## config.mk

```make
export PLATFORM = sky130hd
export DESIGN_NAME = unordered_min_priority_queue_top
export DESIGN_NICKNAME = d
export VERILOG_FILES = /design/src/rtl/ump_pkg.sv /design/src/rtl/ump_ram.sv /design/src/rtl/ump_engine.sv /design/src/rtl/unordered_min_priority_queue_top.sv
export VERILOG_INCLUDE_DIRS = /design/src /design/src/rtl
export SDC_FILE = /design/constraint.sdc
export NUM_CORES = 1
export LEC_CHECK = 0
export BUFFER_PORTS_ARGS = -buffer_cell sky130_fd_sc_hd__buf_2
export CORE_MARGIN = 3
export CORE_UTILIZATION = 50
export DETAILED_ROUTE_END_ITERATION = 10
export PLACE_DENSITY = 0.66
export SETUP_SLACK_MARGIN = 0.05
export SLEW_MARGIN = 20
export SYNTH_ARGS = -nofsm -noshare
export SYNTH_HDL_FRONTEND = slang
export SYNTH_HIERARCHICAL = 1
export SYNTH_SLANG_ARGS = --single-unit
```

## constraint.sdc

```tcl
create_clock -name clk -period 6.8 [get_ports clk]
set_clock_uncertainty 0.2 [all_clocks]
set_input_delay 1.02 -clock clk [delete_from_list [all_inputs] [get_ports clk]]
set_output_delay 1.02 -clock clk [all_outputs]
set_load 0.05 [all_outputs]
```

## src/rtl/assert_macros.svh

```systemverilog
// assertion macros used by the queue engine rtl
`ifndef ASSERT_MACROS_SVH
`define ASSERT_MACROS_SVH
`ifndef ASSERT_OFF
`define UMP_ASSERT(lbl, prop) \
  lbl: assert property (@(posedge clk) disable iff (!rst_n) prop) \
    else $error("ump assertion failed");
`define UMP_ASSERT_NEXT(lbl, ante, cons) \
  lbl: assert property (@(posedge clk) disable iff (!rst_n) (ante) |=> (cons)) \
    else $error("ump assertion failed");
`else
`define UMP_ASSERT(lbl, prop)
`define UMP_ASSERT_NEXT(lbl, ante, cons)
`endif
`endif

```

## src/rtl/ump_pkg.sv

```systemverilog
// types, codes and sizes of the unordered min priority queue
package ump_pkg;

  localparam int CAPACITY = 16;
  localparam int IDX_W    = (CAPACITY > 1) ? $clog2(CAPACITY) : 1;
  localparam int CNT_W    = $clog2(CAPACITY + 1);
  localparam int VAL_W    = 32;
  localparam int OCC_W    = 5;
  localparam int ST_W     = 2;

  localparam logic OP_ENQ = 1'b0;
  localparam logic OP_DEQ = 1'b1;

  localparam logic [ST_W-1:0] ST_OK    = 2'd0;
  localparam logic [ST_W-1:0] ST_EMPTY = 2'd1;
  localparam logic [ST_W-1:0] ST_FULL  = 2'd2;

  typedef struct packed {
    logic                    opcode;
    logic signed [VAL_W-1:0] value;
  } in_item_t;

  typedef struct packed {
    logic [ST_W-1:0]         status;
    logic signed [VAL_W-1:0] min_value;
    logic                    now_empty;
    logic [OCC_W-1:0]        occupancy;
  } out_item_t;

  // occupancy is the low bits of the count
  function automatic logic [OCC_W-1:0] occ_of(input logic [CNT_W-1:0] c);
    logic [CNT_W+OCC_W-1:0] w;
    w = {{OCC_W{1'b0}}, c};
    return w[OCC_W-1:0];
  endfunction

endpackage

```

## src/rtl/ump_ram.sv

```systemverilog
// generic single write port ram with registered read
module ump_ram #(
  parameter int WIDTH = 32,
  parameter int DEPTH = 16
) (
  input  logic                                      clk,
  input  logic                                      we,
  input  logic [((DEPTH > 1) ? $clog2(DEPTH) : 1)-1:0] waddr,
  input  logic [WIDTH-1:0]                          wdata,
  input  logic [((DEPTH > 1) ? $clog2(DEPTH) : 1)-1:0] raddr,
  output logic [WIDTH-1:0]                          rdata
);

  logic [WIDTH-1:0] mem [DEPTH];

  always_ff @(posedge clk) begin
    if (we) begin
      mem[waddr] <= wdata;
    end
    rdata <= mem[raddr];
  end

endmodule

```

## src/rtl/ump_engine.sv

```systemverilog
// queue sequencer: entry count, min scan and gap closing over the entry ram
`include "assert_macros.svh"
module ump_engine import ump_pkg::*; (
  input  logic              clk,
  input  logic              rst_n,
  input  logic              in_valid,
  output logic              in_ready,
  input  in_item_t          in_item,
  output logic              res_valid,
  input  logic              res_ready,
  output out_item_t         res_item,
  output logic              ram_we,
  output logic [IDX_W-1:0]  ram_waddr,
  output logic [VAL_W-1:0]  ram_wdata,
  output logic [IDX_W-1:0]  ram_raddr,
  input  logic [VAL_W-1:0]  ram_rdata
);

  localparam logic [1:0] S_IDLE  = 2'd0;
  localparam logic [1:0] S_SCAN  = 2'd1;
  localparam logic [1:0] S_SHIFT = 2'd2;
  localparam logic [1:0] S_DONE  = 2'd3;

  logic [1:0]              state_r, state_nxt;
  logic [CNT_W-1:0]        count_r, count_nxt;
  logic [CNT_W-1:0]        cmp_r, cmp_nxt;
  logic [CNT_W-1:0]        src_r, src_nxt;
  logic [IDX_W-1:0]        best_r, best_nxt;
  logic signed [VAL_W-1:0] min_r, min_nxt;
  logic [ST_W-1:0]         status_r, status_nxt;

  logic signed [VAL_W-1:0] rd_val;
  logic                    take;
  logic [IDX_W-1:0]        best_new;
  logic signed [VAL_W-1:0] min_new;
  logic [CNT_W-1:0]        cmp_inc;
  logic [CNT_W-1:0]        best_inc;
  logic [CNT_W-1:0]        src_inc;
  logic [CNT_W-1:0]        src_dec;
  logic                    enq_full;

  // strict less-than keeps the earliest of equal minima
  assign rd_val   = signed'(ram_rdata);
  assign take     = (cmp_r == '0) || (rd_val < min_r);
  assign best_new = take ? cmp_r[IDX_W-1:0] : best_r;
  assign min_new  = take ? rd_val : min_r;
  assign cmp_inc  = cmp_r + CNT_W'(1);
  assign best_inc = CNT_W'(best_new) + CNT_W'(1);
  assign src_inc  = src_r + CNT_W'(1);
  assign src_dec  = src_r - CNT_W'(1);

  always_comb begin
    state_nxt  = state_r;
    count_nxt  = count_r;
    cmp_nxt    = cmp_r;
    src_nxt    = src_r;
    best_nxt   = best_r;
    min_nxt    = min_r;
    status_nxt = status_r;
    ram_we     = 1'b0;
    ram_waddr  = count_r[IDX_W-1:0];
    ram_wdata  = in_item.value;
    ram_raddr  = '0;
    unique case (state_r)
      S_IDLE: begin
        if (in_valid) begin
          if (in_item.opcode == OP_ENQ) begin
            min_nxt   = '0;
            state_nxt = S_DONE;
            if (count_r == CNT_W'(CAPACITY)) begin
              status_nxt = ST_FULL;
            end else begin
              ram_we     = 1'b1;
              count_nxt  = count_r + CNT_W'(1);
              status_nxt = ST_OK;
            end
          end else if (count_r == '0) begin
            min_nxt    = '0;
            status_nxt = ST_EMPTY;
            state_nxt  = S_DONE;
          end else begin
            ram_raddr = '0;
            cmp_nxt   = '0;
            state_nxt = S_SCAN;
          end
        end
      end
      S_SCAN: begin
        min_nxt   = min_new;
        best_nxt  = best_new;
        cmp_nxt   = cmp_inc;
        ram_raddr = cmp_inc[IDX_W-1:0];
        if (cmp_inc == count_r) begin
          status_nxt = ST_OK;
          if (best_inc < count_r) begin
            // close the gap: read the entry after the minimum first
            ram_raddr = best_inc[IDX_W-1:0];
            src_nxt   = best_inc;
            state_nxt = S_SHIFT;
          end else begin
            count_nxt = count_r - CNT_W'(1);
            state_nxt = S_DONE;
          end
        end
      end
      S_SHIFT: begin
        ram_we    = 1'b1;
        ram_waddr = src_dec[IDX_W-1:0];
        ram_wdata = ram_rdata;
        if (src_inc < count_r) begin
          ram_raddr = src_inc[IDX_W-1:0];
          src_nxt   = src_inc;
        end else begin
          count_nxt = count_r - CNT_W'(1);
          state_nxt = S_DONE;
        end
      end
      S_DONE: begin
        if (res_ready) begin
          state_nxt = S_IDLE;
        end
      end
      default: begin
        state_nxt = S_IDLE;
      end
    endcase
  end

  always_ff @(posedge clk) begin
    if (!rst_n) begin
      state_r <= S_IDLE;
      count_r <= '0;
    end else begin
      state_r <= state_nxt;
      count_r <= count_nxt;
    end
    cmp_r    <= cmp_nxt;
    src_r    <= src_nxt;
    best_r   <= best_nxt;
    min_r    <= min_nxt;
    status_r <= status_nxt;
  end

  assign in_ready           = (state_r == S_IDLE);
  assign res_valid          = (state_r == S_DONE);
  assign res_item.status    = status_r;
  assign res_item.min_value = min_r;
  assign res_item.now_empty = (count_r == '0);
  assign res_item.occupancy = occ_of(count_r);

  assign enq_full = in_valid && in_ready && (in_item.opcode == OP_ENQ) &&
                    (count_r == CNT_W'(CAPACITY));

  `UMP_ASSERT(a_cnt_bound, count_r <= CNT_W'(CAPACITY))
  `UMP_ASSERT(a_shift_range, (state_r == S_SHIFT) |-> ((src_r < count_r) && (src_r != '0)))
  `UMP_ASSERT_NEXT(a_full_keeps, enq_full, $stable(count_r) && (status_r == ST_FULL))
  `UMP_ASSERT_NEXT(a_done_release, (state_r == S_DONE) && res_ready, state_r == S_IDLE)

endmodule

```

## src/rtl/unordered_min_priority_queue_top.sv

```systemverilog
// Unordered min priority queue of up to CAPACITY signed 32-bit values, kept in
// arrival order in a single synchronous ram. A dequeue of n stored entries reads
// the ram one entry a cycle to find the minimum (earliest of equal values), then
// moves each entry after it down by one, again one a cycle through the same ram.
// A refused item (dequeue on empty, enqueue on full) gets a result with status
// empty or full. Results sit in an output register, so the next item is taken
// while one waits.
module unordered_min_priority_queue_top import ump_pkg::*; (
  input  logic      clk,
  input  logic      rst_n,
  input  logic      in_valid,
  output logic      in_stall,
  input  in_item_t  in_data,
  output logic      out_valid,
  input  logic      out_stall,
  output out_item_t out_data
);

  logic              eng_in_ready;
  logic              res_valid;
  logic              res_ready;
  out_item_t         res_item;
  logic              ram_we;
  logic [IDX_W-1:0]  ram_waddr;
  logic [VAL_W-1:0]  ram_wdata;
  logic [IDX_W-1:0]  ram_raddr;
  logic [VAL_W-1:0]  ram_rdata;

  logic              out_valid_r;
  out_item_t         out_data_r;

  ump_engine u_engine (
    .clk       (clk),
    .rst_n     (rst_n),
    .in_valid  (in_valid),
    .in_ready  (eng_in_ready),
    .in_item   (in_data),
    .res_valid (res_valid),
    .res_ready (res_ready),
    .res_item  (res_item),
    .ram_we    (ram_we),
    .ram_waddr (ram_waddr),
    .ram_wdata (ram_wdata),
    .ram_raddr (ram_raddr),
    .ram_rdata (ram_rdata)
  );

  ump_ram #(
    .WIDTH (VAL_W),
    .DEPTH (CAPACITY)
  ) u_store (
    .clk   (clk),
    .we    (ram_we),
    .waddr (ram_waddr),
    .wdata (ram_wdata),
    .raddr (ram_raddr),
    .rdata (ram_rdata)
  );

  // output beat register
  assign res_ready = !out_valid_r || !out_stall;

  always_ff @(posedge clk) begin
    if (!rst_n) begin
      out_valid_r <= 1'b0;
    end else if (res_valid && res_ready) begin
      out_valid_r <= 1'b1;
    end else if (!out_stall) begin
      out_valid_r <= 1'b0;
    end
    if (res_valid && res_ready) begin
      out_data_r <= res_item;
    end
  end

  assign in_stall  = !eng_in_ready;
  assign out_valid = out_valid_r;
  assign out_data  = out_data_r;

endmodule

```

Word-level counts from Yosys, hierarchy flattened
Memories as Yosys holds them, arrays and structs flattened. A register that Yosys moved wholly into a read port is not among the register bits.
Cells that the tools add are included.
- bits of input ports: 37
- bits in writable memories: 512
- latch bits: 0
- word-level logic and storage cells: 108
- bits in registers: 96
- output and inout port bits: 42
- ROM bits: 0
- memories: 1
- shifts and indexed selects: 0
- order comparisons: 3
- $add $sub $neg: 6
- eq/ne operators: 19
- muxes and demuxes: 49
- multiply operators: 0
- bitwise operators: 0
- reduce and logical (&&, ||, !) cells: 18
- divide/modulo/power cells: 0
- memory list (name ; words ; width ; read ports ; clocked after memory_dff ; wr ports ; line ; text):
    u_store.mem ; 16 ; 32 ; 1 ; 1 ; 1 ; ump_ram.sv:14 ; logic [WIDTH-1:0] mem [DEPTH];
- operators by type and width (operator ; count):
    32-bit two-way mux ; 5
    32-bit case mux with 2 select lines ; 1
    5-bit two-way mux ; 12
    32-bit less-than comparator ; 1
    2-bit two-way mux ; 11
    4-bit two-way mux ; 5
    5-bit case mux with 2 select lines ; 2
    4-bit AND reduction ; 5
    5-bit by 1-bit adder with 5-bit output, second input constant ; 3
    5-bit case mux with 3 select lines ; 1
    2-bit != test, second input constant ; 7
    2-bit by 1-bit != test with 1-bit output, second input constant ; 6
    5-bit zero test ; 2
    5-bit less-than comparator ; 2
    1-bit two-way mux ; 8
    2-bit case mux with 4 select lines ; 1
    4-bit case mux with 2 select lines ; 1
    7-bit AND reduction ; 1
    4-bit by 1-bit adder with 5-bit output, second input constant ; 1
    5-bit equality test ; 1
    5-bit equality test, second input constant ; 1
    5-bit by 1-bit subtractor with 5-bit output, second input constant ; 1
    2-bit equality test, second input constant ; 2
    2-bit case mux with 2 select lines ; 1
    other kinds (10) ; 14

Depth between registers and ports, before layout
- depth after elaboration: 8
- depth in mapped cells: 25
- depth with buffers taken out: 23

Modules after synthesis
Netlist, hierarchy kept.
- modules (own cells, without submodules) (module ; instances ; area an instance (sq um) ; cells each ; seq. area each (sq um)):
    ump_ram ; 1 ; 19835.3 ; 838 ; 16015.4
    ump_engine ; 1 ; 4289.1 ; 426 ; 1581.5
    unordered_min_priority_queue_top ; 1 ; 1246.2 ; 46 ; 1221.2

Worst setup path before layout
OpenSTA, ideal clock, no wires.
- path kind: register to register
- start: reg u_engine.min_r[14]
- end: reg u_store.rdata[10], read port of u_store.mem
- library setup time: 0.120 ns
- stages on the path, launching flop included: 24
- arrival time: 5.291 ns
- required time: 6.480 ns
- path slack: 1.190 ns
- buffers on the path: 2
- clock period less this slack: 5.610 ns
- cell sequence: edfxtp_1 inv_1 ha_1 and4_1 a221oi_1 o22ai_1 a211oi_2 nor2_1 o21ai_0 ha_1 xor2_1 ha_1 a21o_1 a21o_1 a21oi_1 nand3_1 a21oi_1 mux2i_1 o22ai_1 buf_2 buf_2 mux4_2 a22oi_1 nand2_1
- cells in the longest elaborated chain, start to end: 8
- RTL lines (element ; line ; text):
    start: declaration ; ump_engine.sv:29 ; logic signed [VAL_W-1:0] min_r, min_nxt;
    start signal: assignment ; ump_engine.sv:140 ; min_r <= min_nxt;
    32-bit less-than comparator ; ump_engine.sv:44 ; assign take = (cmp_r == '0) || (rd_val < min_r);
    1-bit logical OR ; ump_engine.sv:44 ;
    4-bit two-way mux ; ump_engine.sv:45 ; assign best_new = take ? cmp_r[IDX_W-1:0] : best_r;
    net u_engine.best_new[1] ; ump_engine.sv:34 ; logic [IDX_W-1:0] best_new;
    4-bit by 1-bit adder with 5-bit output ; ump_engine.sv:48 ; assign best_inc = CNT_W'(best_new) + CNT_W'(1);
    5-bit less-than comparator ; ump_engine.sv:95 ; if (best_inc < count_r) begin
    4-bit two-way mux ; ump_engine.sv:95 ;
    4-bit two-way mux ; ump_engine.sv:93 ; if (cmp_inc == count_r) begin
    4-bit case mux with 2 select lines ; ump_engine.sv:64 ; unique case (state_r)
    net ram_raddr[0] ; unordered_min_priority_queue_top.sv:26 ; logic [IDX_W-1:0] ram_raddr;
    end: declaration ; ump_ram.sv:11 ; output logic [WIDTH-1:0] rdata
The timed path passes the listed nets, and every way through them passes these cells.
A chain may end at the register's enable or synchronous reset.

Worst setup path after layout
- start: reg u_engine.cmp_r[0]
- end: reg u_store.rdata[16], read port of u_store.mem
- elaborated cells on any way between the ends: 10
- classes of those cells: add/sub (2); order compare (1); eq/ne (1); mux (4); reduce/logical (2)
- RTL lines (element ; line ; text):
    start: declaration ; ump_engine.sv:26 ; logic [CNT_W-1:0] cmp_r, cmp_nxt;
    start signal: assignment ; ump_engine.sv:137 ; cmp_r <= cmp_nxt;
    5-bit by 1-bit adder with 5-bit output (*) ; ump_engine.sv:47 ; assign cmp_inc = cmp_r + CNT_W'(1);
    net u_engine.cmp_inc[0] ; ump_engine.sv:36 ; logic [CNT_W-1:0] cmp_inc;
    5-bit equality test or 4-bit two-way mux (tied branches) ; ump_engine.sv:93, ump_engine.sv:95 ;
    4-bit two-way mux (*) ; ump_engine.sv:93 ;
    4-bit case mux with 2 select lines (*) ; ump_engine.sv:64 ;
    net ram_raddr[0] ; unordered_min_priority_queue_top.sv:26 ;
Mark *: on every way through the listed nets, which the timed path passes. The rest lies on a longest branch.

==> flow_metrics.env <==
export IMPL_slew_violations=0
export IMPL_wl_um=57800
export IMPL_clock_sinks=640
export IMPL_path_depth=22
export IMPL_hold_viol_final=0
export IMPL_multi_input_area_um2=6310
export IMPL_die_area_um2=53500
export IMPL_cp_end_kind="flop"
export IMPL_synth_area_leader_cell="edfxtp_1"
export IMPL_first_global_vias=13200
export IMPL_ff2ff_setup_slack_ps=450
export IMPL_r2r_cells=22
export IMPL_crit_end="u_store/rdata[16]"
export IMPL_r2r_end="u_store/rdata[16]"
export IMPL_core_um2=49600
export IMPL_period_needed_ps=6350
export IMPL_async_reset_ff_share_pct=0
export IMPL_min_path_type="reg2reg"
export IMPL_cts_buffer_depth=3
export IMPL_start_kind="flop"
export IMPL_ys_warnings_count=6
export IMPL_area_delta_synth_final_pct=15.8
export IMPL_drt_iter0_drc=1243
export IMPL_grt_pass1_wl_um=85500
export IMPL_final_fill_count=3566
export IMPL_synth_cell_type_count=57
export IMPL_syn_inst=1310
export IMPL_rsz0062_at_grt="false"
export IMPL_place_ws_ps=305
export IMPL_nNetsFinal=1543
export IMPL_hpwl_um=32000
export IMPL_cp_top_family="compound AO/OA/AOI/OAI gates"
export IMPL_netlist_area_um2=25400
export IMPL_cts_root_buf="clkbuf_16"
export IMPL_synth_edf_count=600
export IMPL_ys_seq_area_share_pct=74.2
export IMPL_p_per_area_nw_per_um2=461
export IMPL_start_util_pct=51.2
export IMPL_finalSetupViolations=0
export IMPL_max_slew_margin_pct=38.2
export IMPL_ant_nets=0
export IMPL_drive_above_1_share_pct=28.4
export IMPL_synth_area_top_cells="edfxtp_1, mux4_2, dfxtp_1, ha_1, a22oi_1"
export IMPL_postLayoutSetupSlackWorst_ps=451
export IMPL_p_leak_nw=9.73
export IMPL_slowest_delay_ps=550
export IMPL_path_clk_slew_ps=60
export IMPL_cts_tree="yes"
export IMPL_clkLatencyLatePin_ps=600
export IMPL_gr_usage_all_layers_pct=22.0
export IMPL_first_pass_iters=7
export IMPL_path_common_cell="ha_1"
export IMPL_grt_overflow=0
export IMPL_crit_required_ps=7080
export IMPL_ys_seq_elements=640
export IMPL_crit_path_top_delay_cell="or4b_1"
export IMPL_tightest_slew_ps=927
export IMPL_r2r_start="u_engine/cmp_r[0]"
export IMPL_row_count=81
export IMPL_cp_startpoint="u_engine/cmp_r[0]"
export IMPL_fmax_mhz=158
export IMPL_critPathKind="reg2reg"
export IMPL_gp_congestion=0.828
export IMPL_post_route_period_util_pct=93.4
export IMPL_antenna_cells=0
export IMPL_synthTopCellsByCount="edfxtp_1, mux4_2, a22oi_1"
export IMPL_vias_per_cell=5.96
export IMPL_ys_flop_type="edfxtp_1"
export IMPL_die_w_um=231
export IMPL_seq_area_um2=18800
export IMPL_drc=0
export IMPL_io_pins=79
export IMPL_ir_worst_vdd_mv=0.184
export IMPL_status="finished clean"
export IMPL_synth_nets=1399
export IMPL_avgSynthCellArea_um2=19.4
export IMPL_die_h_um=231
export IMPL_synth_most_common_cell="edfxtp_1"
export IMPL_cts_hold_buf=0
export IMPL_crit_arrival_ps=6620
export IMPL_yosys_area_top_type_share_pct=71.0
export IMPL_grt_max_degree=56
export IMPL_antenna_found_initial=4
export IMPL_finalSetupTns_ps=0
export IMPL_h_tree_depth=3
export IMPL_path_buf_inv=4
export IMPL_wl_per_cell_um=26.6
export IMPL_post_route_util_pct=59.3
export IMPL_cts_buffers=66
export IMPL_max_cap_viol_count=0
export IMPL_port_buffers=78
export IMPL_crit_fanout=18
export IMPL_path_cells="inv_1 > ha_1 > or4b_1 > and3_1 > o211a_1 > nor3_2 > inv_1 > ha_1 > xor2_1 > ha_1 > a21o_1 > a21o_1 > a21oi_1 > nand3_1 > a21oi_1 > mux2i_1 > o22ai_4 > buf_12 > buf_4 > mux4_2 > a22oi_1 > nand2_1"
export IMPL_vias=12900
==> per-layer routing <==
metal	global-route usage, %	share of wire [%]
met5	0	0
met4	7.63	2.8
met1	31.0	42
met3	4.26	7.9
met2	35.0	48
==> worst min-delay path by stage <==
stage	startpoint	to	slack, ps	cells after the start
3_3_place_gp	u_engine/status_r[0]	out_data[38]	210	0
5_1_grt	u_engine/status_r[1]	out_data[39]	250	0
3_5_place_dp	u_engine/status_r[1]	out_data[39]	210	0
2_1_floorplan	u_engine/status_r[0]	out_data[38]	200	0
6_report	u_engine/status_r[1]	out_data[39]	230	0
4_1_cts	u_engine/status_r[1]	out_data[39]	240	0
==> report_power, final <==
| part | leakage [nW] | switching [W] | total (W) | internal, W |
|---|---|---|---|---|
| sequential | 5.78 | 0.000333 | 0.00566 | 0.00532 |
| combinational | 2.87 | 0.00255 | 0.00421 | 0.00166 |
| clock | 1.08 | 0.00148 | 0.00369 | 0.00221 |
==> flip-flops by register name (all words and copies together) (netlist names) <==
signal             cells
u_engine/state_r       2
u_engine/cmp_r         5
u_engine/status_r      2
u_store/mem          512
u_engine/src_r         5
u_engine/min_r        32
out_data              40
u_store/rdata         32
u_engine/count_r       5
out_valid              1
u_engine/best_r        4
==> area by class of cell <==
cell class / count / area share (%)
Sequential cell: 640 / 64.1
Multi-Input combinational cell: 563 / 21.5
Clock buffer: 100 / 6.58
Timing Repair Buffer: 130 / 3.31
Tap cell: 664 / 2.83
Clock inverter: 21 / 1.05
Inverter: 53 / 0.677
==> cells by family after synthesis <==
family	synth area share [%]
AOI/OAI and AO/OA	3.95
xor gates and xnor gates	0.686
adders and majority gates	2.59
buffers and inverters	1.75
DFF	74.2
muxes	13.2
and+or+nand+nor	3.61
==> through the flow <==
stage | cells | hold slack, ps | cell area, µm² | power [W]
floorplan | 1310 | 200 | 25400 | 0.00842
global placement | 2040 | 210 | 27000 | 0.00974
detailed placement | 2041 | 214 | 27000 | 0.00987
CTS | 2162 | 237 | 29200 | 0.0136
global route | 2171 | 248 | 29400 | 0.0142
finish | 2171 | 230 | 29400 | 0.0136
==> repair_timing <==
action	CTS	global route
gates resized for setup	0	6
setup buffers	0	8
setup endpoints to repair	0	31
==> layout by cell type (no fill, tap or decap), types with 4 or more instances in the layout <==
| cell | netlist | routed |
|---|---|---|
| edfxtp_1 | 600 | 600 |
| mux4_2 | 128 | 128 |
| buf_2 | 7 | 78 |
| clkbuf_16 | 0 | 70 |
| a22oi_1 | 66 | 66 |
| nand2_1 | 60 | 60 |
| inv_1 | 52 | 52 |
| ha_1 | 51 | 49 |
| dfxtp_1 | 40 | 40 |
| and2_1 | 40 | 39 |
| buf_4 | 9 | 37 |
| mux2_2 | 36 | 36 |
| a21oi_1 | 31 | 30 |
| clkbuf_1 | 28 | 22 |
| nor2_4 | 0 | 13 |
| buf_12 | 0 | 12 |
| nand3_1 | 12 | 12 |
| nor2_1 | 26 | 12 |
| xnor2_1 | 11 | 11 |
| clkbuf_8 | 0 | 9 |
| o21ai_0 | 9 | 9 |
| xor2_1 | 7 | 7 |
| mux2i_1 | 7 | 7 |
| nor2b_1 | 8 | 6 |
| bufinv_16 | 0 | 6 |
| nor3_2 | 1 | 6 |
| a211oi_1 | 6 | 6 |
| nand4_1 | 5 | 5 |
| clkinv_8 | 0 | 4 |
| clkinv_2 | 0 | 4 |
| clkinv_1 | 1 | 4 |
| o21ai_1 | 4 | 4 |
| nor3_1 | 9 | 4 |
| a21o_1 | 4 | 4 |
No activity file was read; power rests on OpenSTA's default activity.
